--- src/sv/itp_pkg.sv ---
`default_nettype none

package itp_pkg;

  localparam int STACK_DEPTH = 32;
  localparam int STACK_AW    = $clog2(STACK_DEPTH);
  localparam int COUNT_W     = $clog2(STACK_DEPTH + 1);

  localparam logic [7:0] CH_PLUS   = 8'h2B;
  localparam logic [7:0] CH_MINUS  = 8'h2D;
  localparam logic [7:0] CH_STAR   = 8'h2A;
  localparam logic [7:0] CH_SLASH  = 8'h2F;
  localparam logic [7:0] CH_CARET  = 8'h5E;
  localparam logic [7:0] CH_LPAREN = 8'h28;
  localparam logic [7:0] CH_RPAREN = 8'h29;
  localparam logic [7:0] CH_LOW_A  = 8'h61;
  localparam logic [7:0] CH_LOW_Z  = 8'h7A;
  localparam logic [7:0] CH_UP_A   = 8'h41;
  localparam logic [7:0] CH_UP_Z   = 8'h5A;

  typedef logic [2:0] code_t;

  localparam code_t CODE_LPAREN = 3'd0;
  localparam code_t CODE_PLUS   = 3'd1;
  localparam code_t CODE_MINUS  = 3'd2;
  localparam code_t CODE_MUL    = 3'd3;
  localparam code_t CODE_DIV    = 3'd4;
  localparam code_t CODE_POW    = 3'd5;

  typedef enum logic [1:0] {
    ST_OK        = 2'd0,
    ST_INVALID   = 2'd1,
    ST_UNMATCHED = 2'd2,
    ST_OVERFLOW  = 2'd3
  } status_t;

  typedef struct packed {
    logic [7:0] in_char;
    logic       last_char;
  } in_beat_t;

  typedef struct packed {
    logic [7:0] out_char;
    logic       has_char;
    logic       end_of_expression;
    status_t    status;
  } out_beat_t;

  function automatic logic [7:0] code_char(input code_t code);
    logic [7:0] ch;
    unique case (code)
      CODE_LPAREN: ch = CH_LPAREN;
      CODE_PLUS:   ch = CH_PLUS;
      CODE_MINUS:  ch = CH_MINUS;
      CODE_MUL:    ch = CH_STAR;
      CODE_DIV:    ch = CH_SLASH;
      CODE_POW:    ch = CH_CARET;
      default:     ch = 8'd0;
    endcase
    return ch;
  endfunction

  function automatic logic [1:0] code_prec(input code_t code);
    logic [1:0] p;
    unique case (code)
      CODE_PLUS, CODE_MINUS: p = 2'd1;
      CODE_MUL, CODE_DIV:    p = 2'd2;
      CODE_POW:              p = 2'd3;
      default:               p = 2'd0;
    endcase
    return p;
  endfunction

  function automatic logic is_letter(input logic [7:0] ch);
    return ((ch >= CH_LOW_A) && (ch <= CH_LOW_Z)) || ((ch >= CH_UP_A) && (ch <= CH_UP_Z));
  endfunction

  // operator code, zero when the character is no binary operator
  function automatic code_t op_code(input logic [7:0] ch);
    code_t c;
    unique case (ch)
      CH_PLUS:  c = CODE_PLUS;
      CH_MINUS: c = CODE_MINUS;
      CH_STAR:  c = CODE_MUL;
      CH_SLASH: c = CODE_DIV;
      CH_CARET: c = CODE_POW;
      default:  c = CODE_LPAREN;
    endcase
    return c;
  endfunction

endpackage

`default_nettype wire

--- src/sv/infix_to_postfix_converter.sv ---
// a letter's beat is registered into cur on acceptance, then written from S_WORK into the output register
// each input beat passes S_IDLE and S_WORK, and S_WORK repeats once per operator popped from the stack;
// a new beat is taken only back in S_IDLE; the last character then passes S_FRD and S_FLUSH; one stack access per cycle
// result stalls hold the sequencer, a finished beat waits in the output register
// reset clears the stack count, the discard flag, the sequencer and the output valid
// the operator stack memory is not initialized; only entries below the count are used
`default_nettype none

module infix_to_postfix_converter (
  input  wire                      clk,
  input  wire                      rst,
  input  wire                      src_valid,
  output logic                     src_ready,
  input  wire itp_pkg::in_beat_t   src_data,
  output logic                     res_valid,
  input  wire                      res_ready,
  output itp_pkg::out_beat_t       res_data
);
  import itp_pkg::*;

  typedef enum logic [3:0] {
    S_IDLE  = 4'b0001,
    S_WORK  = 4'b0010,
    S_FRD   = 4'b0100,
    S_FLUSH = 4'b1000
  } state_t;

  state_t              state, state_next;
  in_beat_t            cur;
  logic [COUNT_W-1:0]  count, count_next;
  logic                disc, disc_next;

  code_t               stack_mem [STACK_DEPTH];
  code_t               top_code;
  logic                rd_en, wr_en;
  logic [STACK_AW-1:0] rd_addr, wr_addr;
  code_t               wr_data;

  logic                emit_req, out_free, go;
  out_beat_t           emit_beat;

  code_t               cur_op;
  logic                stack_full, pop_op;
  logic [COUNT_W-1:0]  count_m1, count_m2;

  assign src_ready  = (state == S_IDLE);
  assign out_free   = !res_valid || res_ready;
  assign go         = !emit_req || out_free;
  assign cur_op     = op_code(cur.in_char);
  assign stack_full = (count >= COUNT_W'(STACK_DEPTH));
  assign count_m1   = count - COUNT_W'(1);
  assign count_m2   = count - COUNT_W'(2);
  assign pop_op     = (count != '0) && (top_code != CODE_LPAREN) &&
                      ((code_prec(top_code) > code_prec(cur_op)) ||
                       ((code_prec(top_code) == code_prec(cur_op)) && (cur_op != CODE_POW)));

  always_comb begin
    state_next = state;
    count_next = count;
    disc_next  = disc;
    emit_req   = 1'b0;
    emit_beat  = '{out_char: 8'd0, has_char: 1'b0, end_of_expression: 1'b0,
                   status: ST_OK};
    rd_en      = 1'b0;
    rd_addr    = count_m1[STACK_AW-1:0];
    wr_en      = 1'b0;
    wr_addr    = count[STACK_AW-1:0];
    wr_data    = CODE_LPAREN;
    unique case (state)
      S_IDLE: begin
        if (src_valid) begin
          rd_en      = 1'b1;
          state_next = S_WORK;
        end
      end
      S_WORK: begin
        state_next = cur.last_char ? S_FRD : S_IDLE;
        if (disc) begin
          state_next = S_IDLE;
          if (cur.last_char) begin
            emit_req  = 1'b1;
            emit_beat.end_of_expression = 1'b1;
            count_next = '0;
            disc_next  = 1'b0;
          end
        end else if (is_letter(cur.in_char)) begin
          emit_req           = 1'b1;
          emit_beat.out_char = cur.in_char;
          emit_beat.has_char = 1'b1;
        end else if (cur.in_char == CH_LPAREN) begin
          if (stack_full) begin
            emit_req         = 1'b1;
            emit_beat.status = ST_OVERFLOW;
          end else begin
            wr_en      = 1'b1;
            wr_data    = CODE_LPAREN;
            count_next = count + COUNT_W'(1);
          end
        end else if (cur.in_char == CH_RPAREN) begin
          if (count == '0) begin
            emit_req         = 1'b1;
            emit_beat.status = ST_UNMATCHED;
          end else if (top_code == CODE_LPAREN) begin
            count_next = count_m1;
          end else begin
            emit_req           = 1'b1;
            emit_beat.out_char = code_char(top_code);
            emit_beat.has_char = 1'b1;
            count_next         = count_m1;
            rd_en              = 1'b1;
            rd_addr            = count_m2[STACK_AW-1:0];
            state_next         = S_WORK;
          end
        end else if (cur_op != CODE_LPAREN) begin
          if (pop_op) begin
            emit_req           = 1'b1;
            emit_beat.out_char = code_char(top_code);
            emit_beat.has_char = 1'b1;
            count_next         = count_m1;
            rd_en              = 1'b1;
            rd_addr            = count_m2[STACK_AW-1:0];
            state_next         = S_WORK;
          end else if (stack_full) begin
            emit_req         = 1'b1;
            emit_beat.status = ST_OVERFLOW;
          end else begin
            wr_en      = 1'b1;
            wr_data    = cur_op;
            count_next = count + COUNT_W'(1);
          end
        end else begin
          emit_req         = 1'b1;
          emit_beat.status = ST_INVALID;
        end
        // error beat ends the expression's normal processing
        if (!disc && emit_req && !emit_beat.has_char) begin
          emit_beat.end_of_expression = cur.last_char;
          count_next = '0;
          disc_next  = !cur.last_char;
          state_next = S_IDLE;
        end
      end
      S_FRD: begin
        rd_en      = 1'b1;
        state_next = S_FLUSH;
      end
      S_FLUSH: begin
        emit_req = 1'b1;
        if (count != '0) begin
          emit_beat.out_char = code_char(top_code);
          emit_beat.has_char = 1'b1;
          count_next         = count_m1;
          rd_en              = 1'b1;
          rd_addr            = count_m2[STACK_AW-1:0];
        end else begin
          emit_beat.end_of_expression = 1'b1;
          disc_next  = 1'b0;
          state_next = S_IDLE;
        end
      end
      default: begin
        state_next = S_IDLE;
      end
    endcase
  end

  always_ff @(posedge clk) begin
    if (rst) begin
      state     <= S_IDLE;
      count     <= '0;
      disc      <= 1'b0;
      res_valid <= 1'b0;
    end else begin
      if (go) begin
        state <= state_next;
        count <= count_next;
        disc  <= disc_next;
      end
      if (go && emit_req) begin
        res_valid <= 1'b1;
      end else if (res_ready) begin
        res_valid <= 1'b0;
      end
    end
  end

  always_ff @(posedge clk) begin
    if (src_valid && src_ready) begin
      cur <= src_data;
    end
    if (go && emit_req) begin
      res_data <= emit_beat;
    end
  end

  // operator stack, one write and one registered read port
  always_ff @(posedge clk) begin
    if (go && wr_en) begin
      stack_mem[wr_addr] <= wr_data;
    end
    if (go && rd_en) begin
      top_code <= stack_mem[rd_addr];
    end
  end

  a_count_bound: assert property (@(posedge clk) disable iff (rst)
    count <= COUNT_W'(STACK_DEPTH))
    else $error("stack count beyond depth");

  a_end_clears: assert property (@(posedge clk) disable iff (rst)
    go && emit_req && emit_beat.end_of_expression |=> (count == '0) && !disc)
    else $error("state not cleared after end of expression");

  a_flush_no_disc: assert property (@(posedge clk) disable iff (rst)
    (state == S_FLUSH) || (state == S_FRD) |-> !disc)
    else $error("flush while discarding");

  a_char_ok: assert property (@(posedge clk) disable iff (rst)
    res_valid && res_data.has_char |-> (res_data.status == ST_OK) &&
                                       !res_data.end_of_expression)
    else $error("character beat with status or end mark");

endmodule

`default_nettype wire
--- config.mk ---
export PLATFORM = sky130hd
export DESIGN_NAME = infix_to_postfix_converter
export DESIGN_NICKNAME = d
export VERILOG_FILES = /design/src/sv/itp_pkg.sv /design/src/sv/infix_to_postfix_converter.sv
export SDC_FILE = /design/constraint.sdc
export NUM_CORES = 1
export LEC_CHECK = 0
export ABC_AREA = 1
export BUFFER_PORTS_ARGS = -buffer_cell sky130_fd_sc_hd__buf_2
export CAP_MARGIN = 20
export CORE_AREA = 2 2 136 138
export CTS_BUF_LIST = sky130_fd_sc_hd__clkbuf_4 sky130_fd_sc_hd__clkbuf_8
export DETAILED_ROUTE_END_ITERATION = 7
export DIE_AREA = 0 0 138 140
export SLEW_MARGIN = 5
export SYNTH_ARGS = -nofsm -noshare
export SYNTH_HDL_FRONTEND = slang
export SYNTH_SLANG_ARGS = --single-unit
--- constraint.sdc ---
create_clock -name clk -period 6.4 [get_ports clk]
set_input_delay 0.96 -clock clk [delete_from_list [all_inputs] [get_ports clk]]
set_output_delay 0.96 -clock clk [all_outputs]
set_load 0.01 [all_outputs]
==> results_dict.tcl <==
set metrics [dict create \
    yosys.area_share.simple_pct 30.2 \
    outcome "completed" \
    gr-total-overflow 0 \
    endpoint_kind "flop" \
    layout_common_cells "162 x nand3_1, 144 x nand2_1, 120 x edfxtp_1" \
    total_leakage_power_nw 2.85 \
    vias_per_cell 5.35 \
    crit_fanout 49 \
    synthAdderAreaFrac_pct 1.79 \
    cts_setup_buffers 0 \
    slew_headroom_pct 34.6 \
    synth_top_family_by_area "simple AND/OR/NAND/NOR gates" \
    worst_ir_drop_vdd_uv 149 \
    post-route-min-period_ps 4330 \
    gp_congestion 0.867 \
    antenna_cells 0 \
    tns_ps 0 \
    reg2reg_slack_ps 2070 \
    clock_path_buffers 2 \
    clk_pin_slew_worst_paths_ps 80 \
    synthCells 759 \
    hold_end "state[3]" \
    fmax_ghz 0.231 \
    drt_wl_total_mm 17.2 \
    synth_edf_count 120 \
    crit_type "reg2reg" \
    grt_pass1_vias 5151 \
    holdPathStages 2 \
    syn_area_sq_um 7000 \
    start_util_pct 39.4 \
    cp-start-kind "flop" \
    yosysSeqAreaShare_pct 54.9 \
    fp.dieW_um 138 \
    die_h_um 140 \
    fin_nets 804 \
    grt_util_all_layers_pct 17.9 \
    netlist-cell-type-count 52 \
    ys_top_cells_by_area "edfxtp_1 51%, nand3_1 12%, nand2_1 7.7%" \
    postRouteAntennaNets 0 \
    fin_cells 1021 \
    cts_root_buffer "clkbuf_8" \
    synth_top_area_share_pct 51.5 \
    finalSetupViolations 0 \
    design.core.area_sq_um 17800 \
    period_share_pct 67.6 \
    drtIter0Drc 424 \
    total_power_w 0.00226 \
    power_density_nw_per_um2 296 \
    cts.sinks 132 \
    cp.required_ps 6600 \
    fin_skew_ps 20.1 \
    yosysTopAreaCell "edfxtp_1" \
    io_pins 27 \
    timing.hold.ws_ps 509 \
    synth-compound-area-share_pct 6.38 \
    r2r-end "top_code[2]" \
    rsz0062_at_grt "no" \
    synth_area_per_cell_sq_um 9.22 \
    portBuffers 26 \
    htree_num_levels 4 \
    ys.flop_type "edfxtp_1" \
    grt_max_degree 50 \
    synth-async-reset-ratio_pct 0 \
    grt_pass1_wl_mm 27.2 \
    worstMarginPinSlew_ps 977 \
    nFillCells 1773 \
    dieArea_sq_um 19300 \
    antenna_found_initial 0 \
    dp_hpwl_mm 11.4 \
    cts_resized 0 \
    r2r_cells 25 \
    placementRows 49 \
    hold_start "state[3]" \
    post-place-cells 991 \
    layout_commonest_cell "nand3_1" \
    dr.pass1.iters 5 \
    synth.area.mux_share_pct 0 \
    hold_viol 0 \
    final_core_util_pct 43.0 \
    area_delta_synth_final_pct 9.12 \
    avgRoutedWirePerCell_um 16.9 \
    slew_viol_final 0 \
    hold_buffers 0 \
    numCtsBuffers 17 \
    ys_warn_count 0 \
    hold_path_class "reg2reg" \
    synth_nets 782 \
    insertion_delay_ps 460 \
    cts_tree "done" \
    drc 0 \
    cp.arrival_ps 4530 \
    r2r_start "cur[1]" \
    drv_cap 0 \
    ys_seq_elements 132 \
    drive_gt1_share_pct 14.4 \
    synthXorXnorAreaFrac_pct 0.751 \
    vias 5466 \
]
-- per-stage QoR --
stage | setup WS [ps] | area (sq um)
global route | 1670 | 7640
detailed placement | 2130 | 7280
CTS | 2110 | 7640
floorplan | 2910 | 7000
global placement | 2200 | 7280
finish | 2070 | 7640
-- cell families (layout without fill, tap and decap cells) --
logic type | count (synthesis) | after routing
other cells | 1 | 1
simple gates | 451 | 451
buf+inv | 88 | 121
flops | 132 | 132
fa+ha+maj | 10 | 10
xor+xnor | 6 | 6
compound gates | 71 | 71
-- area by class of cell --
class / instances / area (sq um) / share of cell area (%)
Tap cell: 229 / 287 / 3.75
Clock buffer: 17 / 234 / 3.06
Sequential cell: 132 / 3840 / 50.3
Inverter: 60 / 225 / 2.95
Multi-Input combinational cell: 539 / 2760 / 36.1
Timing Repair Buffer: 31 / 168 / 2.20
Clock inverter: 13 / 125 / 1.64
-- how the worst max path moves through the flow --
stage / from / endpoint / slack (ps)
2_1_floorplan: cur[3] / stack_mem[0][0] / 2910
3_3_place_gp: cur[1] / top_code[2] / 2200
3_5_place_dp: cur[1] / top_code[2] / 2130
4_1_cts: cur[3] / top_code[2] / 2110
5_1_grt: cur[4] / top_code[2] / 1670
6_report: cur[1] / top_code[2] / 2070
-- sequential cells by signal, summed over array words and instances, names as in the netlist --
signal and count:
count 6, disc 1, res_valid 1, state 4, res_data 12, stack_mem 96
cur 9, top_code 3
-- critical path, cell delays in order, from the launching register on --
cell,delay (ps)
edfxtp_1,520
inv_2,130
nand2_1,50
nor2_1,160
nand2_1,110
nand2_2,130
nor2_1,60
ha_1,290
nand2_1,60
nand2_1,60
nor2_1,40
nor2_1,120
nand2_2,110
nand2_4,110
nand3_4,130
nand2_2,80
nand3_2,60
nand2_2,60
buf_4,410
nand2_2,660
nand2_1,220
nand3_1,100
nand3_1,110
nand3_1,120
nand3_1,110
nand2_1,70
-- synth_stat cells, types with 2 or more instances --
cell	number
nand2_2	14
edfxtp_1	120
nand3_4	3
buf_6	7
xnor2_1	3
inv_1	49
nor2_4	3
clkbuf_1	4
a21oi_1	16
a31oi_1	2
nor2_1	93
nand2_1	144
dfxtp_1	12
o211ai_1	7
nand3_1	162
buf_2	11
o22ai_1	3
o21ai_0	28
nand4_1	6
nand3_2	3
nor2_2	6
nor3_1	7
inv_2	11
xor2_1	3
ha_1	10
nand3b_1	2
buf_4	5
-- where the power goes --
part	switching, W	internal [W]	total, W
registers	0.0000435	0.000969	0.00101
logic	0.000405	0.000183	0.000588
clock network	0.000351	0.000309	0.000660
-- per-layer routing --
layer,part of all wire [%],up-vias,global-route usage [%]
li1,-,2687,-
met2,46,165,27.9
met5,0,-,0
met3,4.9,30,3.59
met1,46,2584,24.2
met4,2.8,0,8.11
Power figures use the tool's default switching activity.
